$ cat src/rtl/toy_vm_execute_unit_macros.svh
// Assertion macros for the toy VM execute unit.
// Used by the top level only; expects clk and rst_n in scope.
`ifndef TOY_VM_EXECUTE_UNIT_MACROS_SVH
`define TOY_VM_EXECUTE_UNIT_MACROS_SVH

// Same-cycle implication.
`define TVM_ASSERT_NOW(label, pre, post, msg) \
    label: assert property (@(posedge clk) disable iff (!rst_n) (pre) |-> (post)) \
        else $error(msg);

// Next-cycle implication.
`define TVM_ASSERT_NEXT(label, pre, post, msg) \
    label: assert property (@(posedge clk) disable iff (!rst_n) (pre) |=> (post)) \
        else $error(msg);

`endif

$ cat src/rtl/tvm_pkg.sv
// Package for the toy VM execute unit: sizes, codes and payload types.
// No dependencies.
`timescale 1ns / 1ps

package tvm_pkg;

    localparam int MEM_BYTES = 65536;
    localparam int NUM_REGS  = 8;
    localparam int WORDS     = MEM_BYTES / 2;
    localparam int MEM_AW    = $clog2(WORDS);
    localparam int REG_AW    = $clog2(NUM_REGS);

    localparam logic [REG_AW-1:0] SP_INDEX    = REG_AW'(7);
    localparam logic [16:0]       MEM_BYTES_W = 17'(MEM_BYTES);
    localparam logic [MEM_AW-1:0] CLR_LAST    = MEM_AW'(WORDS - 1);
    localparam logic [15:0]       POP_SP_MAX  = 16'hFFFD;
    localparam logic [15:0]       RET_SP_BAD  = 16'hFFFE;

    typedef enum logic [4:0] {
        OP_MOVRR  = 5'd0,
        OP_MOVRRP = 5'd1,
        OP_MOVRPR = 5'd2,
        OP_MOVRSI = 5'd3,
        OP_PUSH   = 5'd4,
        OP_POP    = 5'd5,
        OP_CALL   = 5'd6,
        OP_RET    = 5'd7,
        OP_ADD    = 5'd8,
        OP_SUB    = 5'd9,
        OP_MUL    = 5'd10,
        OP_DIV    = 5'd11,
        OP_AND    = 5'd12,
        OP_OR     = 5'd13,
        OP_XOR    = 5'd14,
        OP_NOT    = 5'd15,
        OP_SHL    = 5'd16,
        OP_SHR    = 5'd17,
        OP_HALT   = 5'd18,
        OP_NOP    = 5'd19,
        OP_JMP    = 5'd20,
        OP_JE     = 5'd21,
        OP_JNE    = 5'd22,
        OP_IN     = 5'd23,
        OP_OUT    = 5'd24
    } op_t;

    typedef enum logic [2:0] {
        STAT_CONT = 3'd0,
        STAT_HALT = 3'd1,
        STAT_OVF  = 3'd2,
        STAT_UMEM = 3'd3,
        STAT_USTK = 3'd4,
        STAT_DBZ  = 3'd5,
        STAT_IO   = 3'd6
    } status_t;

    typedef enum logic [2:0] {
        ST_CLEAR,
        ST_IDLE,
        ST_EXEC,
        ST_MEM,
        ST_WB2,
        ST_DIV,
        ST_DONE
    } state_t;

    typedef struct packed {
        logic [4:0]  op;
        logic [15:0] instr;
        logic [15:0] next_ip;
        logic [7:0]  in_byte;
        logic        output_refused;
    } in_t;

    typedef struct packed {
        logic [2:0]  status;
        logic [15:0] new_ip;
        logic        out_valid;
        logic [7:0]  out_byte;
    } out_t;

    // Decisions of the execute stage.
    typedef struct packed {
        logic [2:0]        status;
        logic [15:0]       new_ip;
        logic              out_valid;
        logic [7:0]        out_byte;
        logic              rf_we;
        logic [REG_AW-1:0] rf_waddr;
        logic [15:0]       rf_wdata;
        logic              mem_we;
        logic              mem_re;
        logic [15:0]       mem_addr;
        logic [15:0]       mem_wdata;
        logic              div_start;
    } exec_t;

endpackage

$ cat src/rtl/tvm_div.sv
// Restoring 16-bit unsigned divider, one quotient bit per cycle.
// Depends on tvm_pkg (imported for house consistency of types).
`timescale 1ns / 1ps

module tvm_div import tvm_pkg::*; (
    input  logic        clk,
    input  logic        rst_n,
    input  logic        start,
    input  logic [15:0] dividend,
    input  logic [15:0] divisor,
    output logic        done,
    output logic [15:0] quotient
);

    logic        busy_reg, busy_next;
    logic        done_reg, done_next;
    logic [3:0]  cnt_reg, cnt_next;
    logic [16:0] rem_reg, rem_next;
    logic [15:0] q_reg, q_next;
    logic [15:0] d_reg, d_next;
    logic [16:0] rem_sh;

    always_comb
    begin
        busy_next = busy_reg;
        done_next = 1'b0;
        cnt_next  = cnt_reg;
        rem_next  = rem_reg;
        q_next    = q_reg;
        d_next    = d_reg;
        rem_sh    = {rem_reg[15:0], q_reg[15]};
        if (start)
        begin
            busy_next = 1'b1;
            cnt_next  = 4'd0;
            rem_next  = 17'd0;
            q_next    = dividend;
            d_next    = divisor;
        end
        else if (busy_reg)
        begin
            if (rem_sh >= {1'b0, d_reg})
            begin
                rem_next = rem_sh - {1'b0, d_reg};
                q_next   = {q_reg[14:0], 1'b1};
            end
            else
            begin
                rem_next = rem_sh;
                q_next   = {q_reg[14:0], 1'b0};
            end
            cnt_next = cnt_reg + 4'd1;
            if (cnt_reg == 4'd15)
            begin
                busy_next = 1'b0;
                done_next = 1'b1;
            end
        end
    end

    always_ff @(posedge clk or negedge rst_n)
    begin
        if (!rst_n)
        begin
            busy_reg <= 1'b0;
            done_reg <= 1'b0;
            cnt_reg  <= 4'd0;
        end
        else
        begin
            busy_reg <= busy_next;
            done_reg <= done_next;
            cnt_reg  <= cnt_next;
        end
    end

    always_ff @(posedge clk)
    begin
        rem_reg <= rem_next;
        q_reg   <= q_next;
        d_reg   <= d_next;
    end

    assign done     = done_reg;
    assign quotient = q_reg;

endmodule

$ cat config.mk
export PLATFORM = sky130hd
export DESIGN_NAME = tvm_div
export DESIGN_NICKNAME = d
export VERILOG_FILES = /design/src/rtl/toy_vm_execute_unit_macros.svh /design/src/rtl/tvm_pkg.sv /design/src/rtl/tvm_div.sv
export SDC_FILE = /design/constraint.sdc
export NUM_CORES = 1
export LEC_CHECK = 0
export BUFFER_PORTS_ARGS = -buffer_cell sky130_fd_sc_hd__clkbuf_2
export CAP_MARGIN = 15
export CORE_MARGIN = 2
export CORE_UTILIZATION = 51
export CTS_BUF_LIST = sky130_fd_sc_hd__clkbuf_16
export CTS_CLUSTER_SIZE = 25
export DETAILED_ROUTE_END_ITERATION = 16
export MAX_ROUTING_LAYER = met4
export PLACE_DENSITY = 0.74
export REMOVE_ABC_BUFFERS = 1
export SKIP_LAST_GASP = 1
export SYNTH_ARGS = -nofsm -noshare
export SYNTH_HDL_FRONTEND = slang
export SYNTH_SLANG_ARGS = --single-unit
$ cat constraint.sdc
create_clock -name clk -period 2.3 [get_ports clk]
set_clock_uncertainty 0.05 [all_clocks]
set_input_delay 0 -clock clk [delete_from_list [all_inputs] [get_ports clk]]
set_output_delay 0 -clock clk [all_outputs]
set_load 0.02 [all_outputs]
## After elaboration in Yosys (flattened, before gate mapping)

Index checks and enable logic that the tools add are counted.

- $add $sub $neg: 2
- Order comparisons: 1
- Equal/unequal tests: 1
- Multiplexer cells: 12
- Reductions and logical operators: 1

Operators with widths:

| kind | number |
|---|---|
| $mux 16 | 3 |
| $ge 17x16->1 | 1 |
| $sub 16x16->16 | 1 |
| $mux 4 | 2 |
| $mux 1 | 7 |
| $add 4x1->4 const B | 1 |
| $eq 4x4->1 const B | 1 |
| $reduce_bool 2->1 | 1 |

- Register bits: 54
- Input bits: 35
- Output and inout port bits: 17
- Logic and storage cells: 23

## Depth between registers and ports, before layout

- Depth after elaboration: 4
- Gate-level depth with buffers: 12
- Gate-level depth less buffers: 10

## Worst setup path before layout

Ideal clock, no wire load.

- Path type: register to register
- Start point: register q_reg[15] (netlist: quotient[15])
- End point: register q_reg[0] (netlist: quotient[0]), data pin
- Arrival time: 1.954 ns
- Path slack: 0.036 ns
- Stages on the path, launching flop included: 11
- Path through: edfxtp_1 > inv_1 > ha_1 > nand2b_1 > a21oi_2 > o211ai_2 > o211ai_2 > a21o_1 > buf_6 > buf_6 > mux2_2

- Cells in the longest elaborated chain, start to end: 4

RTL lines:

| what | line | source |
|---|---|---|
| from (decl) | tvm_div.sv:19 | `logic [15:0] q_reg, q_next;` |
| from (signal assigned) | tvm_div.sv:80 | `q_reg <= q_next;` |
| $ge 17x16->1 | tvm_div.sv:42 | `if (rem_sh >= {1'b0, d_reg})` |
| $mux 1 | tvm_div.sv:42 |  |
| $mux 16 | tvm_div.sv:40 | `else if (busy_reg)` |
| $mux 16 | tvm_div.sv:32 | `if (start)` |
| net q_next[0] | tvm_div.sv:19 |  |

The timed path passes the listed nets, and every way through them passes these cells. The select of a mux whose other input is x is not followed.
A chain may end at the register's enable or synchronous reset.

## Worst setup path after layout

- Start point: register d_reg[8]
- End point: register rem_reg[9]

- Cells in the longest elaborated chain, start to end: 2

RTL lines:

| what | line | source |
|---|---|---|
| from (decl) | tvm_div.sv:20 | `logic [15:0] d_reg, d_next;` |
| from (signal assigned) | tvm_div.sv:81 | `d_reg <= d_next;` |
| $sub 16x16->16 or $ge 17x16->1 (tied branches) | tvm_div.sv:44, tvm_div.sv:42 |  |
| $mux 16 (*) | tvm_div.sv:42 |  |
| to (signal assigned) | tvm_div.sv:79 | `rem_reg <= rem_next;` |
| to (decl) | tvm_div.sv:18 | `logic [16:0] rem_reg, rem_next;` |

Mark *: on every way between the ends. The rest lies on a longest branch, timed or not.

==> impl_results.md <==
- Outcome: finished, final reports clean
- Syn-to-layout area delta: 35.8%
- Clk network pwr share: 0.179
- Net Sw Frac: 0.363
- Required @ worst endpoint: 2.41 ns
- Internal cell power: 2.67 mW
- Post-DP HPWL: 4280 um
- Max-Cap Viols: 0
- FF/Latch Area: 0.00143 sq mm
- GR Overflow Total: 0
- Leakage: 1.77 nW
- Initial antenna violation count: 0
- Post-Place Cell Area: 0.00342 sq mm
- Core area: 0.00557 sq mm
- Initial Utilization: 0.535
- Post-synth ARST share: 0.111
- H-tree lvl count: 2
- Crit path capture type: register
- Worst Max-Slew Pin Slew: approximately 0.61 ns
- Synth warn: 0
- VDD IR max: about 610 uV
- Root Buffer: clkbuf_16
- Area of the multi-input gates: approximately 0.0015 sq mm
- Total track usage: 0.226
- Vias: 2394
- Switching pwr: 1.52 mW
- Fin. max-slew vios: 0
- Setup Viol. Count Final: 0
- Post-Syn Area: 0.00298 sq mm
- Vias in the first global route: 2475
- EDFF count, synth: 32
- WL per Instance: 14.8 um
- Die area: 0.00647 sq mm
- Worst Path Max Fanout: 10
- Max_slew headroom: 0.592
- Via density: roughly 5.3
- #FFs+latches synth: 54
- Routed wire length: 6650 um
- Global-route wire length before repair: 11000 um
- Clk sinks: 54
- Seq/Total Area, Yosys: 0.480
- Most common cell in the netlist: edfxtp_1
- IO Count: 52
- Final Util: 0.726
- Cells after Synth: 274
- Post-DRT Antenna Nets: 0
- Ranking of synthesized cells by area: edfxtp_1 32%, dfxtp_1 11%, ha_1 7.1%
- Layout cells sized above 1: 0.328
- Synth top cells by count: 32 x edfxtp_1, 22 x nand2_1, 22 x nor2_1, 20 x inv_1, 17 x ha_1
- Setup Total Neg Slack: 0 ns
- Clk slew on worst S/H paths: 0.07 ns
- Post-layout instance area: 0.00405 sq mm
- DR pass1 iterations: 4
- Seq pwr share: 0.328
- Leading area contributor after synthesis: edfxtp_1
- Number of diodes: 0
- P per Cell Area: 1030 mW/mm^2
- Tmin final: between 2 and 2.5 ns
- Iter 0 DRT Violations: 88
- Worst Path Arrival: 2.33 ns
- Critical path launch point type: register
- Final Hold Vio Count: 0
- Worst-Skew Late Latency: 0.29 ns
- Die H: 80.4 um
- Final Cycle Share: 0.966
- Routability cong.: ~0.86
- Synth cell types: 43
- Clock Path Buffers: 2
- Syn_area_per_cell: about 11 sq um
- Die width: between 80 and 90 um
- Fillers: 391
- Pin count of the biggest net entering global routing: 38
- DRC: 0
- Fmax: roughly 0.45 GHz
- Floorplan row count: 27
- TritonCTS clock tree: yes
- Hold WC Path Type: input pin to asynchronous set/reset pin
- Share of the synthesized area in the top cell type: 0.322
- Post-synth top flop: edfxtp_1
- IO buf count: between 50 and 60
- Fin nets: between 400 and 500
- Logic pwr share: 0.492
- Crit Path Class: register to register
- TritonCTS Buffers: 5
-- placed cells by master, fill, tap and decap left out, types with 4 or more instances in the layout --
cell type      count
xor2_1             8
nand2b_1           5
dfrtp_1            6
o21ai_0           10
clkbuf_16          5
o21ai_1            6
clkbuf_2          51
nand3_1            5
nand2_1           21
buf_4             18
a211oi_1           5
ha_1              13
mux2i_1           12
xnor2_1            8
dfxtp_1           16
dlygate4sd3_1     33
inv_1             19
nor2_1            21
edfxtp_1          32
o211ai_2           4
a21oi_2            6
mux2_2            16
a21oi_1            9
-- critical path: stages (launching register included) --
cell and delay, ns:
edfxtp_1 0.32, inv_1 0.05, ha_1 0.34, o211ai_1 0.13, nor2_1 0.21, o211ai_2 0.14
o211ai_2 0.19, a21o_4 0.20, buf_12 0.14, mux2i_2 0.23, a211oi_2 0.10
-- layout make-up --
type / count / share of cell area
inverters: 20 / 0.0186
clock inverters: 3 / 0.00526
clock buffers: 5 / 0.0309
multi-input cells: 191 / 0.378
flip-flops and latches: 54 / 0.354
well taps: 72 / 0.0223
repair buffers: 105 / 0.191
-- cell families (layout without fill, tap and decap cells) --
kind of cell | count (synthesis) | after routing | synth area share
AO/OA/AOI/OAI | 57 | 57 | 0.133
buffers and inverters | 29 | 133 | 0.0420
flip-flops | 54 | 54 | 0.480
XOR/XNOR | 16 | 16 | 0.0470
adder cells (fa/ha/maj) | 18 | 18 | 0.0781
multiplexers | 31 | 31 | 0.113
AND/OR/NAND/NOR | 69 | 69 | 0.107
-- final timing paths --
| kind | startpoint | to | slack, ns | cells after the start |
|---|---|---|---|---|
| setup / recovery | d_reg[8] | rem_reg[9] | 0.08 | 10 |
| hold / removal | rst_n | cnt_reg[2] | 0.02 | 2 |
| setup reg to reg | d_reg[8] | rem_reg[9] | 0.08 | 10 |
| hold reg to reg | rem_reg[2] | rem_reg[2] | 0.43 | 2 |
| max in group asynchronous | rst_n | done | 2.03 | 2 |
| min in group clk | start | rem_reg[0] | 0.02 | 2 |
-- per-layer routing --
metal,up-vias,track usage,share of wire,routed length (um)
li1,1196,-,-,-
met1,1126,0.265,0.43,2880
met2,58,0.369,0.51,3370
met3,14,0.0573,0.040,267
met4,0,0.0966,0.020,133
met5,-,-,0,0
-- power groups by stage --
stage                     sequential, mW  clock (mW)  combinational (mW)
after detailed placement            1.38           0                1.79
final                               1.37       0.750                2.06
after CTS                           1.36       0.760                1.92
after floorplan                     1.40           0                1.22
after global placement              1.37           0                1.77
after global routing                1.40       0.802                2.25
-- through the flow --
stage	total power, mW	hold WS (ns)	setup slack [ns]	instances
final	4.19	0.0173	0.0792	450
after global placement	3.14	-0.219	0.0660	404
after detailed placement	3.17	-0.213	0.00415	404
after CTS	4.04	0.0119	-0.00154	450
after floorplan	2.61	-0.346	-0.282	265
after global routing	4.45	0.0334	-0.0341	450
-- repair_timing --
action / in CTS / in global routing
hold endpoints to repair: 38 / 0
resized for setup: 2 / 24
pin swaps: 3 / 13
setup buffers: 5 / 2
endpoints found under the setup margin: 3 / 13
hold buffers: 33 / 0
Note: power is estimated with default switching activity, not from simulation.
