--- config.mk ---
export PLATFORM = sky130hd
export DESIGN_NAME = tvm_ram
export DESIGN_NICKNAME = d
export VERILOG_FILES = /design/src/rtl/toy_vm_execute_unit_macros.svh /design/src/rtl/tvm_ram.sv
export SDC_FILE = /design/constraint.sdc
export NUM_CORES = 1
export LEC_CHECK = 0
export BUFFER_PORTS_ARGS = -buffer_cell sky130_fd_sc_hd__buf_2
export CORE_ASPECT_RATIO = 0.6
export CORE_MARGIN = 5
export CORE_UTILIZATION = 59
export CTS_CLUSTER_DIAMETER = 40
export DETAILED_ROUTE_END_ITERATION = 16
export GPL_TIMING_DRIVEN = 1
export PLACE_DENSITY = 0.82
export SYNTH_ARGS = -nofsm -noshare
export SYNTH_HDL_FRONTEND = slang
export SYNTH_SLANG_ARGS = --single-unit
--- constraint.sdc ---
create_clock -name clk -period 2.4 [get_ports clk]
set_input_delay 0.12 -clock clk [delete_from_list [all_inputs] [get_ports clk]]
set_output_delay 0.12 -clock clk [all_outputs]
set_load 0.02 [all_outputs]
--- src/rtl/toy_vm_execute_unit_macros.svh ---
// Assertion macros for the toy VM execute unit.
// Used by the top level only; expects clk and rst_n in scope.
`ifndef TOY_VM_EXECUTE_UNIT_MACROS_SVH
`define TOY_VM_EXECUTE_UNIT_MACROS_SVH

// Same-cycle implication.
`define TVM_ASSERT_NOW(label, pre, post, msg) \
    label: assert property (@(posedge clk) disable iff (!rst_n) (pre) |-> (post)) \
        else $error(msg);

// Next-cycle implication.
`define TVM_ASSERT_NEXT(label, pre, post, msg) \
    label: assert property (@(posedge clk) disable iff (!rst_n) (pre) |=> (post)) \
        else $error(msg);

`endif

--- src/rtl/tvm_ram.sv ---
// Generic single-write, single-read synchronous RAM with registered read.
// No dependencies.
`timescale 1ns / 1ps

module tvm_ram #(
    parameter int WIDTH = 16,
    parameter int DEPTH = 8
) (
    input  logic                     clk,
    input  logic                     we,
    input  logic [$clog2(DEPTH)-1:0] waddr,
    input  logic [WIDTH-1:0]         wdata,
    input  logic                     re,
    input  logic [$clog2(DEPTH)-1:0] raddr,
    output logic [WIDTH-1:0]         rdata
);

    logic [WIDTH-1:0] mem_reg [DEPTH];
    logic [WIDTH-1:0] rdata_reg;

    always_ff @(posedge clk)
    begin
        if (we)
        begin
            mem_reg[waddr] <= wdata;
        end
        if (re)
        begin
            rdata_reg <= mem_reg[raddr];
        end
    end

    assign rdata = rdata_reg;

endmodule

-- Word-level counts from Yosys, hierarchy flattened
Memories as Yosys holds them, arrays and structs flattened. A register that Yosys moved wholly into a read port is not among the register bits.
Index checks and enable logic that the tools add are counted.
- logic and storage cells: 3
- register bits after elaboration: 0
- bits in writable memories: 128
- memories: 1
- output and inout bits: 16
- memories (name ; depth ; width ; read ports ; clocked after Yosys merged registers in ; write ports ; RTL line ; text):
    mem_reg ; 8 ; 16 ; 1 ; 1 ; 1 ; tvm_ram.sv:18 ; logic [WIDTH-1:0] mem_reg [DEPTH];
- muxes and demuxes: 2
- operators with widths (kind ; count):
    2-to-1 mux 1 bit ; 2

-- Logic depth before layout (Yosys ltp)
Gate-level depths: netlist of run 1.
- depth in word-level cells: 2
- gate-level depth with buffers: 4

-- Worst setup path before layout of run 1
No wires, ideal clock.
- kind: input to register
- start point: in waddr[2]
- end point: mem mem_reg[0][0], enable pin
- cell stages on the path: 2
- arrival time: 1.433 ns
- slack: 0.557 ns
- required time: 1.991 ns
- path through: nand2b_1 -> nor3_1
- RTL lines (item ; RTL line ; text):
    start: declaration ; tvm_ram.sv:11 ; input logic [$clog2(DEPTH)-1:0] waddr,
    end: declaration ; tvm_ram.sv:18 ;
Straight into the memory's write port.

==> results of run 1 <==
==> Yosys cell counts <==
| cell type | count | share of area [%] |
|---|---|---|
| mux4_1 | 28 | 13 |
| buf_6 | 4 | 0.83 |
| buf_1 | 4 | 0.28 |
| nor2_1 | 6 | 0.41 |
| mux4_2 | 4 | 1.7 |
| edfxtp_1 | 144 | 79 |
| nor3_1 | 2 | 0.18 |
| nand2_1 | 2 | 0.14 |
| mux2_2 | 16 | 3.3 |
| nand2b_1 | 3 | 0.34 |
| clkbuf_2 | 1 | 0.092 |
==> placed cells by master, fill, tap and decap left out <==
| cell | count |
|---|---|
| nand2_1 | 2 |
| clkinv_4 | 1 |
| clkinv_1 | 1 |
| inv_6 | 3 |
| clkbuf_16 | 17 |
| mux2_2 | 16 |
| nor2_1 | 6 |
| buf_12 | 2 |
| nand2b_1 | 3 |
| dlygate4sd3_1 | 16 |
| clkinv_2 | 2 |
| nor3_2 | 2 |
| buf_2 | 40 |
| clkinvlp_4 | 5 |
| buf_4 | 12 |
| mux4_2 | 4 |
| edfxtp_1 | 144 |
| clkbuf_1 | 3 |
| mux4_1 | 28 |
==> cell families (layout without fill, tap and decap cells) <==
| kind of cell | after synthesis | count (layout) | share of synthesized area [%] |
|---|---|---|---|
| DFF | 144 | 144 | 79.3 |
| and+or+nand+nor | 13 | 13 | 1.08 |
| buffers and inverters | 9 | 102 | 1.19 |
| muxes | 48 | 48 | 18.4 |
==> cell type report <==
cell class / instances / area share [%]
repair buffers: 70 / 7.48
flip-flops and latches: 144 / 65.9
clock buffers: 20 / 6.66
multi-input cells: 61 / 16.4
well taps: 116 / 2.21
clock inverters: 12 / 1.32
==> per-layer routing <==
layer	routed length, microns	GRT usage, %	vias up
met5	0	0	-
met4	74	8.04	0
met3	430	5.03	7
met2	4630	28.0	55
met1	4200	24.8	1267
li1	-	-	1107
==> worst paths after layout <==
kind	from	end	slack (ns)	cells after the start
setup / recovery	raddr[0]	rdata[12]	0.93	4
setup reg to reg	mem_reg[3][9]	rdata[9]	0.97	2
hold / removal	waddr[1]	mem_reg[4][0]	0.15	2
hold reg to reg	mem_reg[2][13]	rdata[13]	0.75	2
==> metrics by stage <==
step / setup WS [ns] / instances
after floorplan: 0.557 / 214
after global placement: 0.544 / 375
after detailed placement: 0.490 / 375
after CTS: 0.915 / 423
after global routing: 0.850 / 423
final: 0.933 / 423
==> power breakdown <==
part / internal (mW) / switching, mW
Clock: 1.32 / 0.972
Combinational: 0.146 / 0.160
Sequential: 2.87 / 0.0208
Total: 4.34 / 1.15
==> what timing repair did <==
action                                 in CTS  in global routing
endpoints found under the hold margin     122                  0
buffers inserted                            0                  0
resized for setup                           0                  0
hold buffers                               16                  0
==> results.json, run 1 <==
{
  "synthesis.nets": 239,
  "antenna_found_initial": 0,
  "worst_path_dominant_cell_family": "multiplexers",
  "tritoncts": "built",
  "worst_slew_pin_slew_ns": 0.692,
  "path_clk_slew_ns": 0.05,
  "largest_register_ffs": 128,
  "max-clock-path-buffers": 2,
  "buffers_inverters_on_critical_path": 2,
  "top_ports": 41,
  "ys_seq_area_share_pct": 79.3,
  "hold_violations": 0,
  "dieWidth_microns": 134,
  "drive_gt1_share_pct": 33.9,
  "antenna-diode-count": 0,
  "dp_hpwl_microns": 5380,
  "critical-path-max-stage-delay_ns": 0.58,
  "finalMaxSlewViolations": 0,
  "synth.yosys.warnings": 0,
  "worst_ep_required_time_ns": 2.56,
  "setup_failing_eps_final": 0,
  "path_class": "input port to flip-flop",
  "maxClockFrequency_mhz": 682,
  "buffer_ports.inserted": 40,
  "ys_ff_latch": 144,
  "gr-total-overflow": 0,
  "clk_root_buffer_cell": "clkbuf_16",
  "global_route_wire_length_before_repair_microns": 14700,
  "drt_pass1_iterations": 5,
  "gp_congestion": 0.680,
  "num_vias": 2436,
  "finClkSkew_ns": 0.00831,
  "clk_latency_ns": 0.42,
  "grt_setup_unrepaired": "false",
  "area_of_the_die_sq_um": 11300,
  "htreeDepth": 4,
  "register_area_sq_um": 4320,
  "max-slew-margin-rel_pct": 53.6,
  "layout_min_cycle_time_ns": 1.47,
  "post_route_wl_microns": 9330,
  "grt_start_max_net_pins": 33,
  "coreArea_sq_um": 9090,
  "final_core_utilization_pct": 72.2,
  "timing.setup.tns_ns": 0,
  "netlist_area_sq_um": 5450,
  "irDropWorstVdd_uv": 565,
  "row_count": 27,
  "timing.critical_path.cells": "buf_2 -> buf_4 -> mux4_1 -> mux2_2",
  "first_iter_violations": 174,
  "design_area_sq_um": 6560,
  "synthesis.instances": 214,
  "timing.critical_path.from_type": "input port",
  "grt_pass1_vias": 2572,
  "post-route-period-util_pct": 61.1,
  "post_synth.cell_area_avg_sq_um": 25.5,
  "crit_arrival_ns": 1.63,
  "report.power.total_mw": 5.49,
  "power.density_nw_per_um2": 838,
  "grtUsageTotal_pct": 18.2,
  "layout.filler_cells": 509,
  "highest_net_fanout_along_the_worst_path": 13,
  "chipHeight_microns": 84.5,
  "synth.lib_cells_used.distinct": 11,
  "drt.antenna.violating_nets": 0,
  "nNetsFinal": 319,
  "wire_per_inst_microns": 22.1,
  "worstHoldPathType": "input port to flip-flop",
  "timing.max_cap.violations": 0,
  "leakage_nw": 2.27,
  "number_of_buffers_created_by_cts": 17,
  "status": "complete, no violations",
  "cts.sink_count": 144,
  "dpl_cell_area_sq_um": 5870,
  "timing.critical_path.slowest_stage_cell": "mux4_1",
  "timing.hold.ws_ns": 0.150,
  "areaGrowthSynthToFinish_pct": 20.2,
  "multiInputGateArea_sq_um": 1070,
  "remaining_drc_errors": 0,
  "element_type_at_the_critical_path_end": "flip-flop",
  "floorplan.initialDensity_pct": 60.0,
  "avgViaCountPerCell": 5.76
}
(Power assumes the default switching activity.)
==> run 2, diff against run 1 <==
- ABC_AREA: unset -> 1
- CORE_UTILIZATION: 59 -> 60
- PLACE_DENSITY: 0.82 -> 0.83
- clock period: 2.4 -> 1.5 ns (I/O delays scaled with it)
==> run 2 against run 1 <==
Effect of this change:
- power up 75%
- clock power up 90%
- core utilization up 1.0 points
- count of clock-buffer cells in the layout down 2
- synthesized cell count rose to 2.7 times the previous value
- die area up 9.8%
- non-clock buffer count up 3
- clock skew down 0.0027 ns
- sequential power up 60%
- register-to-register slack worse by 0.49 ns
- critical path type is now flip-flop to output pin
- critical endpoint is now rdata[5]
- largest power group unchanged
==> results.json, run 2 <==
{
  "grt_setup_unrepaired": "false",
  "most-common-layout-cells": "nand2_1, edfxtp_1, inv_1",
  "num_vias": 4012,
  "post_route_wl_microns": 12300,
  "gr-total-overflow": 0,
  "antenna-diode-count": 0,
  "clk_root_buffer_cell": "clkbuf_16",
  "synth_enable_flop_cells": 144,
  "critical-path-max-stage-delay_ns": 0.40,
  "post_cts_setup_buffer_count": 0,
  "post-place-cells": 756,
  "synth.yosys.warnings": 0,
  "final_core_utilization_pct": 73.2,
  "number_of_buffers_created_by_cts": 17,
  "grt_start_max_net_pins": 65,
  "clk_latency_ns": 0.41,
  "drive_gt1_share_pct": 13.3,
  "groute.layer.met3.usage_pct": 6.43,
  "first_iter_violations": 226,
  "grt_use_met1_pct": 26.7,
  "critical_path_cell_count": 1,
  "avgViaCountPerCell": 4.99,
  "post-route-period-util_pct": 71.8,
  "irDropWorstVdd_uv": 1020,
  "finClkSkew_ns": 0.00560,
  "highest_net_fanout_along_the_worst_path": 1,
  "floorplan.initialDensity_pct": 61.8,
  "multiInputGateArea_sq_um": 1150,
  "timing.critical_path.slowest_stage_cell": "edfxtp_1",
  "fin_ws_ns": 0.423,
  "worst_path_dominant_cell_family": "flip-flops",
  "netlist_area_sq_um": 6150,
  "register_area_sq_um": 4320,
  "htreeDepth": 4,
  "design_area_sq_um": 7280,
  "finalMaxSlewViolations": 0,
  "hold_violations": 0,
  "synth.cells.most_frequent": "nand2_1, edfxtp_1, inv_1, nand3_1, buf_2",
  "timing.critical_path.from_type": "flip-flop",
  "buffer_ports.inserted": 40,
  "status": "complete, no violations",
  "chipHeight_microns": 88.4,
  "buffers_inverters_on_critical_path": 1,
  "prevailing_post_synth_register_cell": "edfxtp_1",
  "layout_min_cycle_time_ns": 1.08,
  "element_type_at_the_critical_path_end": "output pin",
  "busiest_layer": "met2",
  "crit_arrival_ns": 1.00,
  "nNetsFinal": 681,
  "leakage_nw": 3.36,
  "timing.critical_path.cells": "buf_2",
  "worst_slew_pin_slew_ns": 0.489,
  "cts.sink_count": 144,
  "whs_path_depth": 1,
  "finalNonFillerCells": 804,
  "top_ports": 41,
  "grtUsageTotal_pct": 21.4,
  "max-slew-margin-rel_pct": 67.4,
  "synthesis.instances": 587,
  "ys_ff_latch": 144,
  "ys_async_sr_fraction_pct": 0,
  "antenna_found_initial": 0,
  "ys_seq_area_share_pct": 70.3,
  "dieWidth_microns": 141,
  "max-clock-path-buffers": 2,
  "areaGrowthSynthToFinish_pct": 18.4,
  "synth.lib_cells_used.distinct": 9,
  "gp_congestion": 0.784,
  "synth_area_leaders": "edfxtp_1, nand2_1, inv_1",
  "global_route.usage.met2_pct": 37.1,
  "dpl_cell_area_sq_um": 6500,
  "grt_pass1_vias": 3984,
  "timing.setup.tns_ns": 0,
  "post-synth-top-count-cell": "nand2_1",
  "post-synth-top-area-cell": "edfxtp_1",
  "synth.top_cell.area_share_pct": 70.3,
  "timing.max_cap.violations": 0,
  "setup_failing_eps_final": 0,
  "tritoncts": "built",
  "power.density_nw_per_um2": 1320,
  "worst_ep_required_time_ns": 1.42,
  "drt.antenna.violating_nets": 0,
  "dp_hpwl_microns": 7120,
  "largest_register_ffs": 128,
  "layout.filler_cells": 670,
  "synthesis.nets": 612,
  "detailedPlace.worstSlack_ns": 0.307,
  "mostFrequentLayoutCell": "nand2_1",
  "worstHoldPathType": "input port to flip-flop",
  "reg2regPathDepth": 6,
  "post_synth.cell_area_avg_sq_um": 10.5,
  "remaining_drc_errors": 0,
  "wire_per_inst_microns": 15.3,
  "area_of_the_die_sq_um": 12400,
  "drt_pass1_iterations": 5,
  "maxClockFrequency_mhz": 928,
  "coreArea_sq_um": 9950,
  "path_class": "flip-flop to output pin",
  "row_count": 28,
  "path_clk_slew_ns": 0.06,
  "global_route_wire_length_before_repair_microns": 19900
}
==> run 2: cell count changes in the layout (fill, tap and decap cells not counted), moves of 3 or more <==
cell       delta
mux2_2       -16
buf_4         +3
nand2_1     +212
bufinv_16     +4
nand2b_1      -3
nand3_1      +64
mux4_1       -28
inv_1       +133
mux4_2        -4
==> run 2: power by group <==
part / switching [mW] / internal, mW / total, mW
logic: 0.422 / 0.211 / 0.633
registers: 0.0353 / 4.60 / 4.63
clock network: 1.56 / 2.78 / 4.34
total: 2.02 / 7.59 / 9.61
==> run 2: area by class of cell <==
class | instances | share of cell area, %
inverter | 134 | 6.91
clock inverter | 14 | 2.59
clock buffer | 18 | 5.89
multi-input combinational | 286 | 15.8
sequential | 144 | 59.4
tap | 135 | 2.32
timing repair buffer | 73 | 7.05
==> run 2: final timing paths <==
check	start	end	slack, ns
worst min register to register	mem_reg[0][0]	rdata[0]	0.71
worst max-delay path	rdata[5]	rdata[5]	0.42
worst min-delay path	re	rdata[0]	0.16
worst max register to register	mem_reg[5][12]	rdata[12]	0.48
==> run 2: metrics by stage <==
step	hold slack, ns	total power, mW
2_1_floorplan	0.174	5.09
3_3_place_gp	0.342	5.28
3_5_place_dp	0.348	5.31
4_1_cts	0.161	9.67
5_1_grt	0.164	9.93
6_report	0.157	9.61
==> run 2: cells by family after synthesis <==
logic type             share of synthesized area [%]
AND/OR/NAND/NOR                                 18.8
flip-flops                                      70.3
buffers and inverters                           10.9
==> run 2: repair_timing <==
item / 4_1_cts / 5_1_grt
endpoints found under the hold margin: 128 / 0
hold buffers: 16 / 0
resized for setup: 0 / 0
==> run 2: metal layers <==
layer	wire length (microns)	part of all wire, %
met1	5190	42
met2	6130	50
met3	831	6.8
met4	128	1.0
met5	0	0
