### config.mk
export PLATFORM = sky130hd
export DESIGN_NAME = tvm_exec
export DESIGN_NICKNAME = d
export VERILOG_FILES = /design/src/rtl/toy_vm_execute_unit_macros.svh /design/src/rtl/tvm_pkg.sv /design/src/rtl/tvm_exec.sv
export SDC_FILE = /design/constraint.sdc
export NUM_CORES = 1
export LEC_CHECK = 0
export BUFFER_PORTS_ARGS = -buffer_cell sky130_fd_sc_hd__buf_4
export CAP_MARGIN = 15
export CORE_AREA = 3 3 187 189
export DETAILED_ROUTE_END_ITERATION = 7
export DIE_AREA = 0 0 190 192
export GPL_ROUTABILITY_DRIVEN = 0
export MAX_ROUTING_LAYER = met4
export SLEW_MARGIN = 25
export SYNTH_ARGS = -nofsm -noshare
export SYNTH_HDL_FRONTEND = slang
export SYNTH_SLANG_ARGS = --single-unit
### constraint.sdc
create_clock -name vclk -period 11.09
set_input_delay 0.5545 -clock vclk [all_inputs]
set_output_delay 0.5545 -clock vclk [all_outputs]
set_load 0.05 [all_outputs]
### src/rtl/toy_vm_execute_unit_macros.svh
// Assertion macros for the toy VM execute unit.
// Used by the top level only; expects clk and rst_n in scope.
`ifndef TOY_VM_EXECUTE_UNIT_MACROS_SVH
`define TOY_VM_EXECUTE_UNIT_MACROS_SVH

// Same-cycle implication.
`define TVM_ASSERT_NOW(label, pre, post, msg) \
    label: assert property (@(posedge clk) disable iff (!rst_n) (pre) |-> (post)) \
        else $error(msg);

// Next-cycle implication.
`define TVM_ASSERT_NEXT(label, pre, post, msg) \
    label: assert property (@(posedge clk) disable iff (!rst_n) (pre) |=> (post)) \
        else $error(msg);

`endif

### src/rtl/tvm_pkg.sv
// Package for the toy VM execute unit: sizes, codes and payload types.
// No dependencies.
`timescale 1ns / 1ps

package tvm_pkg;

    localparam int MEM_BYTES = 65536;
    localparam int NUM_REGS  = 8;
    localparam int WORDS     = MEM_BYTES / 2;
    localparam int MEM_AW    = $clog2(WORDS);
    localparam int REG_AW    = $clog2(NUM_REGS);

    localparam logic [REG_AW-1:0] SP_INDEX    = REG_AW'(7);
    localparam logic [16:0]       MEM_BYTES_W = 17'(MEM_BYTES);
    localparam logic [MEM_AW-1:0] CLR_LAST    = MEM_AW'(WORDS - 1);
    localparam logic [15:0]       POP_SP_MAX  = 16'hFFFD;
    localparam logic [15:0]       RET_SP_BAD  = 16'hFFFE;

    typedef enum logic [4:0] {
        OP_MOVRR  = 5'd0,
        OP_MOVRRP = 5'd1,
        OP_MOVRPR = 5'd2,
        OP_MOVRSI = 5'd3,
        OP_PUSH   = 5'd4,
        OP_POP    = 5'd5,
        OP_CALL   = 5'd6,
        OP_RET    = 5'd7,
        OP_ADD    = 5'd8,
        OP_SUB    = 5'd9,
        OP_MUL    = 5'd10,
        OP_DIV    = 5'd11,
        OP_AND    = 5'd12,
        OP_OR     = 5'd13,
        OP_XOR    = 5'd14,
        OP_NOT    = 5'd15,
        OP_SHL    = 5'd16,
        OP_SHR    = 5'd17,
        OP_HALT   = 5'd18,
        OP_NOP    = 5'd19,
        OP_JMP    = 5'd20,
        OP_JE     = 5'd21,
        OP_JNE    = 5'd22,
        OP_IN     = 5'd23,
        OP_OUT    = 5'd24
    } op_t;

    typedef enum logic [2:0] {
        STAT_CONT = 3'd0,
        STAT_HALT = 3'd1,
        STAT_OVF  = 3'd2,
        STAT_UMEM = 3'd3,
        STAT_USTK = 3'd4,
        STAT_DBZ  = 3'd5,
        STAT_IO   = 3'd6
    } status_t;

    typedef enum logic [2:0] {
        ST_CLEAR,
        ST_IDLE,
        ST_EXEC,
        ST_MEM,
        ST_WB2,
        ST_DIV,
        ST_DONE
    } state_t;

    typedef struct packed {
        logic [4:0]  op;
        logic [15:0] instr;
        logic [15:0] next_ip;
        logic [7:0]  in_byte;
        logic        output_refused;
    } in_t;

    typedef struct packed {
        logic [2:0]  status;
        logic [15:0] new_ip;
        logic        out_valid;
        logic [7:0]  out_byte;
    } out_t;

    // Decisions of the execute stage.
    typedef struct packed {
        logic [2:0]        status;
        logic [15:0]       new_ip;
        logic              out_valid;
        logic [7:0]        out_byte;
        logic              rf_we;
        logic [REG_AW-1:0] rf_waddr;
        logic [15:0]       rf_wdata;
        logic              mem_we;
        logic              mem_re;
        logic [15:0]       mem_addr;
        logic [15:0]       mem_wdata;
        logic              div_start;
    } exec_t;

endpackage

### src/rtl/tvm_exec.sv
// Execute stage: decodes the operation and decides status, next IP and writes.
// Depends on tvm_pkg.
`timescale 1ns / 1ps

module tvm_exec import tvm_pkg::*; (
    input  in_t               cur,
    input  logic [REG_AW-1:0] addr_a,
    input  logic [15:0]       opa,
    input  logic [15:0]       opb,
    output exec_t             ex
);

    logic [REG_AW-1:0] ra, rb;
    logic [17:0]       tgt;
    logic [2:0]        tgt_st;
    logic [16:0]       sum;
    logic [31:0]       prod;
    logic [15:0]       sp_dec;
    logic              take;

    always_comb
    begin
        ra     = cur.instr[5:3];
        rb     = cur.instr[2:0];
        // target is relative to the current instruction
        tgt    = {2'b00, cur.next_ip} - 18'd2 + {{10{cur.instr[7]}}, cur.instr[7:0]};
        if (tgt[17] || (tgt[16:0] >= MEM_BYTES_W))
        begin
            tgt_st = STAT_OVF;
        end
        else if (tgt[0])
        begin
            tgt_st = STAT_UMEM;
        end
        else
        begin
            tgt_st = STAT_CONT;
        end
        sum    = {1'b0, opa} + {1'b0, opb};
        prod   = opa * opb;
        sp_dec = opa - 16'd2;
        take   = 1'b0;

        ex           = '0;
        ex.status    = STAT_CONT;
        ex.new_ip    = cur.next_ip;
        ex.rf_waddr  = ra;

        unique case (cur.op)
            OP_MOVRR:
            begin
                ex.rf_we    = 1'b1;
                ex.rf_wdata = opb;
            end
            OP_MOVRRP:
            begin
                if (opb[0]) ex.status = STAT_UMEM;
                else
                begin
                    ex.mem_re   = 1'b1;
                    ex.mem_addr = opb;
                end
            end
            OP_MOVRPR:
            begin
                if (opa[0]) ex.status = STAT_UMEM;
                else
                begin
                    ex.mem_we    = 1'b1;
                    ex.mem_addr  = opa;
                    ex.mem_wdata = opb;
                end
            end
            OP_MOVRSI:
            begin
                ex.rf_we    = 1'b1;
                ex.rf_waddr = addr_a;
                ex.rf_wdata = cur.instr[8] ? {cur.instr[7:0], opa[7:0]}
                                           : {opa[15:8], cur.instr[7:0]};
            end
            OP_PUSH:
            begin
                if (opa[0]) ex.status = STAT_USTK;
                else if (opa < 16'd2) ex.status = STAT_OVF;
                else
                begin
                    ex.rf_we     = 1'b1;
                    ex.rf_waddr  = SP_INDEX;
                    ex.rf_wdata  = sp_dec;
                    ex.mem_we    = 1'b1;
                    ex.mem_addr  = sp_dec;
                    // pushing SP itself stores the decremented value
                    ex.mem_wdata = (rb == SP_INDEX) ? sp_dec : opb;
                end
            end
            OP_POP:
            begin
                if (opa[0]) ex.status = STAT_USTK;
                else if (opa > POP_SP_MAX) ex.status = STAT_OVF;
                else
                begin
                    ex.mem_re   = 1'b1;
                    ex.mem_addr = opa;
                end
            end
            OP_CALL:
            begin
                if (opa < 16'd2) ex.status = STAT_OVF;
                else if (opa[0]) ex.status = STAT_USTK;
                else if (tgt_st != STAT_CONT) ex.status = tgt_st;
                else
                begin
                    ex.rf_we     = 1'b1;
                    ex.rf_waddr  = SP_INDEX;
                    ex.rf_wdata  = sp_dec;
                    ex.mem_we    = 1'b1;
                    ex.mem_addr  = sp_dec;
                    ex.mem_wdata = cur.next_ip;
                    ex.new_ip    = tgt[15:0];
                end
            end
            OP_RET:
            begin
                if (opa[0]) ex.status = STAT_USTK;
                else if (opa == RET_SP_BAD) ex.status = STAT_OVF;
                else
                begin
                    ex.mem_re   = 1'b1;
                    ex.mem_addr = opa;
                end
            end
            OP_ADD:
            begin
                if (sum[16]) ex.status = STAT_OVF;
                else
                begin
                    ex.rf_we    = 1'b1;
                    ex.rf_wdata = sum[15:0];
                end
            end
            OP_SUB:
            begin
                if (opa < opb) ex.status = STAT_OVF;
                else
                begin
                    ex.rf_we    = 1'b1;
                    ex.rf_wdata = opa - opb;
                end
            end
            OP_MUL:
            begin
                if (|prod[31:16]) ex.status = STAT_OVF;
                else
                begin
                    ex.rf_we    = 1'b1;
                    ex.rf_wdata = prod[15:0];
                end
            end
            OP_DIV:
            begin
                if (opb == 16'd0) ex.status = STAT_DBZ;
                else ex.div_start = 1'b1;
            end
            OP_AND:
            begin
                ex.rf_we    = 1'b1;
                ex.rf_wdata = opa & opb;
            end
            OP_OR:
            begin
                ex.rf_we    = 1'b1;
                ex.rf_wdata = opa | opb;
            end
            OP_XOR:
            begin
                ex.rf_we    = 1'b1;
                ex.rf_wdata = opa ^ opb;
            end
            OP_NOT:
            begin
                ex.rf_we    = 1'b1;
                ex.rf_waddr = rb;
                ex.rf_wdata = ~opb;
            end
            OP_SHL:
            begin
                ex.rf_we    = 1'b1;
                ex.rf_waddr = addr_a;
                ex.rf_wdata = opa << cur.instr[3:0];
            end
            OP_SHR:
            begin
                ex.rf_we    = 1'b1;
                ex.rf_waddr = addr_a;
                ex.rf_wdata = opa >> cur.instr[3:0];
            end
            OP_HALT:
            begin
                ex.status = STAT_HALT;
            end
            OP_JMP, OP_JE, OP_JNE:
            begin
                take = (cur.op == OP_JMP) || ((cur.op == OP_JE) && (opa == 16'd0))
                    || ((cur.op == OP_JNE) && (opa != 16'd0));
                if (take)
                begin
                    ex.status = tgt_st;
                    if (tgt_st == STAT_CONT) ex.new_ip = tgt[15:0];
                end
            end
            OP_IN:
            begin
                ex.rf_we    = 1'b1;
                ex.rf_waddr = addr_a;
                ex.rf_wdata = cur.instr[0] ? {cur.in_byte, opa[7:0]}
                                           : {opa[15:8], cur.in_byte};
            end
            OP_OUT:
            begin
                if (cur.output_refused) ex.status = STAT_IO;
                else
                begin
                    ex.out_valid = 1'b1;
                    ex.out_byte  = cur.instr[0] ? opa[15:8] : opa[7:0];
                end
            end
            default:
            begin
                // nop and unused codes
            end
        endcase
    end

endmodule

---- Word-level counts from Yosys, hierarchy flattened ----
Cells that the tools add are included.
storage, ports and cells
  output and inout port bits .............. 83
  logic and storage cells ................. 119
  bits of input ports ..................... 81
  flip-flop bits (word level) ............. 0
cells by class
  order comparisons ....................... 4
  equality and inequality tests ........... 25
  $mul .................................... 1
  $add $sub $neg .......................... 5
  mux-type cells .......................... 63
  shift operators ......................... 2
  reductions and logical operators ........ 15
  bitwise gates (word level) .............. 4
operators with widths
  kind                                                 count
  case mux 16 bit (14 select lines)                    1
  2-to-1 mux 32 bit                                    6
  2-to-1 mux 16 bit                                    10
  2-to-1 mux 21 bit                                    5
  case mux 16 bit (6 select lines)                     1
  2-to-1 mux 17 bit                                    5
  case mux 16 bit (3 select lines)                     1
  == test 5 x 4 -> 1 bit (second input constant)       8
  == test 5 bit (second input constant)                8
  case mux 3 bit (13 select lines)                     1
  logical NOT 16 bit                                   2
  multiplier 16 x 16 -> 32 bit                         1
  case mux 16 bit (2 select lines)                     1
  2-to-1 mux 3 bit                                     8
  == test 5 x 3 -> 1 bit (second input constant)       4
  2-to-1 mux 2 bit                                     10
  2-to-1 mux 19 bit                                    1
  adder 17 x 8 -> 18 bit                               1
  2-to-1 mux 9 bit                                     2
  adder 16 x 16 -> 17 bit                              1
  >= comparator 17 bit (second input constant)         1
  subtractor 16 x 2 -> 17 bit (second input constant)  1
  bitwise AND 16 bit                                   1
  == test 16 bit (second input constant)               1
  28 further kinds                                     38

---- Depth between registers and ports, before layout ----
  word-level depth ........................ 10
  depth in mapped cells ................... 28
  gate-level depth less buffers ........... 25

---- Worst setup path after synthesis ----
No wires, ideal clock.
  kind .................................... input to output
  start ................................... input opb[4]
  end ..................................... output ex[40] (netlist bit)
  stages on the path ...................... 25
  setup slack ............................. 2.879 ns
  data required time ...................... 10.535 ns
  arrival time ............................ 7.656 ns
  path buffers ............................ 2
  path through ............................ clkbuf_1 inv_1 clkbuf_1 nor2_1 fa_1 inv_1 fa_1 inv_1 fa_1 fa_1 fa_1 inv_1 fa_1 inv_1 ha_1 a21o_1 a21boi_1 o21ai_0 a221oi_1 nand2_1 xor2_1 a221o_1 nor4_2 nand3_1 o311ai_1
RTL lines
  element      line            RTL
  from (decl)  tvm_exec.sv:9   input logic [15:0] opb,
  to (decl)    tvm_exec.sv:10  output exec_t ex

==> impl_metrics.json <==
{
  "synth_top_family_by_area": "adder cells",
  "nClkBuffers": 0,
  "yosysWarnings": 0,
  "whs_path_depth": 3,
  "finalHoldViolCount": 0,
  "first_pass_iters": 6,
  "drive_above_1_share": 0.104,
  "critPathBufInv": 6,
  "pin_count": 164,
  "finalMaxSlewViolations": 0,
  "synth-compound-area-share": 0.203,
  "critPathMostFrequentCell": "fa_1",
  "cp_max_fo": 21,
  "wl_per_cell_um": 23.9,
  "first_iter_violations": 1830,
  "slew_headroom": 0.428,
  "grt_pass1_wl_mm": 93.2,
  "crit_chain": "buf_4, clkinv_1, nor2_1, fa_1, inv_1, fa_1, fa_1, fa_1, fa_1, fa_1, inv_1, ha_1, a21oi_1, a21boi_1, o21ai_0, a221oi_1, nand2_1, xor2_1, a221o_1, nor4_2, nand3_1, buf_4, o2111ai_1, buf_4",
  "syn_area_um2": 15100,
  "layoutNonFillerInstCount": 2538,
  "final_common_cell": "nor2_1",
  "num_vias": 15952,
  "required_ns": 10.54,
  "post_cts_buffers": 0,
  "cp_top_family": "adder cells",
  "drv_cap": 0,
  "arrival_ns": 9.05,
  "synth_xor_area_frac": 0.0337,
  "via_per_inst": 6.29,
  "cp_slowest_cell": "nor4_2",
  "synth_cell_types": 85,
  "track_usage": 0.339,
  "overflow": 0,
  "final_cell_mix": "269 x nor2_1, 256 x inv_1, 233 x nand2_1",
  "syn_inst": 2042,
  "core_area_um2": 33400,
  "post_synth_and_or_nand_nor_area_fraction": 0.200,
  "outcome": "finished clean",
  "placed_cells": 2536,
  "antenna_found_initial": 2,
  "drtAntennaViolNets": 0,
  "finalCritPeriodShare": 0.866,
  "hpwlAfterDp_mm": 47.1,
  "cpPeakStageDelay_ns": 0.60,
  "totalWireLength_mm": 60.8,
  "synthAdderAreaFrac": 0.405,
  "hp-class": "in2out",
  "setup_tns_ns": 0,
  "start_kind": "primary input",
  "setup_viol": 0,
  "max_freq_mhz": 104,
  "area_delta_synth_final_pct": 8.98,
  "die_w_um": 190,
  "endpoint_kind": "output port",
  "fin_nets": 2540,
  "synth_mux_area_frac": 0.0576,
  "postSynthAreaPerCell_um2": 7.37,
  "seq_area_um2": 0,
  "synth_fp_nets": 2492,
  "grt_pass1_vias": 15701,
  "path_depth": 24,
  "path_class": "in2out",
  "cts.repair.resized": 0,
  "die_h_um": 192,
  "fin_area_um2": 16400,
  "port_buffers": 156,
  "row_count": 67,
  "grt_max_degree": 54,
  "period_needed_ns": 9.60,
  "fin_util": 0.491,
  "hold_buffers": 0,
  "die_area_um2": 36500,
  "initial_core_util": 0.450,
  "route.detailed.drc": 0,
  "worstMarginPinSlew_ns": 0.837,
  "rsz0062_at_grt": "no",
  "seq_cell_count": 0,
  "synth_seq_area_share": 0,
  "postPlaceCellArea_um2": 16400
}
[cell families (layout without fill, tap and decap cells)]
kind of cell,Yosys count,count (layout)
simple gates,685,685
compound gates,455,455
buf+inv,396,442
fa+ha+maj,369,369
mux,78,78
xor+xnor,58,58
other cells,1,3
[path summary, 6_finish.rpt]
path,startpoint,slack (ns),to
max,opa[8],1.49,ex[47]
min,cur[9],1.54,ex[64]
[Yosys cell counts (5+ instances only)]
| cell type | count | area share |
|---|---|---|
| and3_1 | 7 | 0.0029 |
| or3_1 | 10 | 0.0042 |
| a221o_1 | 32 | 0.021 |
| a221oi_1 | 7 | 0.0041 |
| clkinv_1 | 13 | 0.0032 |
| o21bai_1 | 12 | 0.0060 |
| inv_2 | 5 | 0.0012 |
| nand3_1 | 29 | 0.0096 |
| a222oi_1 | 5 | 0.0033 |
| inv_1 | 256 | 0.064 |
| a22oi_1 | 9 | 0.0045 |
| o31ai_1 | 11 | 0.0055 |
| nor2_1 | 269 | 0.067 |
| and2_1 | 11 | 0.0046 |
| fa_1 | 197 | 0.26 |
| nor3_1 | 38 | 0.013 |
| o21ai_0 | 108 | 0.036 |
| o22ai_1 | 35 | 0.015 |
| ha_1 | 172 | 0.14 |
| clkbuf_1 | 94 | 0.023 |
| nand4_1 | 11 | 0.0046 |
| or2_2 | 8 | 0.0033 |
| a21oi_1 | 87 | 0.029 |
| o221ai_1 | 14 | 0.0081 |
| o2111ai_1 | 5 | 0.0029 |
| mux2_2 | 13 | 0.0097 |
| a21o_1 | 25 | 0.012 |
| mux2i_1 | 57 | 0.038 |
| xnor2_1 | 39 | 0.023 |
| o21a_1 | 10 | 0.0050 |
| o211ai_1 | 17 | 0.0085 |
| xor2_1 | 19 | 0.011 |
| nand2b_1 | 17 | 0.0071 |
| nor2b_1 | 15 | 0.0062 |
| a31oi_1 | 17 | 0.0071 |
| nand2_1 | 233 | 0.058 |
| buf_1 | 20 | 0.0050 |
| nor4_1 | 17 | 0.0071 |
| a211oi_1 | 15 | 0.0075 |
[metrics by stage]
| step | worst slack (ns) | hold slack, ns |
|---|---|---|
| final | 1.49 | 1.54 |
| after global routing | 1.14 | 1.54 |
| after CTS | 1.56 | 1.53 |
| after detailed placement | 1.62 | 1.53 |
| after global placement | 1.63 | 1.53 |
| after floorplan | 2.88 | 1.33 |
[layer usage]
metal,GRT usage,share of wire,vias to the layer above
met3,0.0677,0.12,193
met5,-,0,-
met4,0.129,0.051,0
met1,0.444,0.40,7683
met2,0.519,0.43,1041
li1,-,-,7035
[final cells by class]
cell class | count | area [um2]
antenna | 2 | 5.00
fill | 3459 | 17000
inverter | 274 | 1030
multi-input combinational | 1646 | 13600
tap | 448 | 561
timing repair buffer | 168 | 1260
[tightest hold or removal path, cell delays in order]
cell	delay (ns)
buf_4	0.11
nor2b_1	0.12
buf_4	0.20
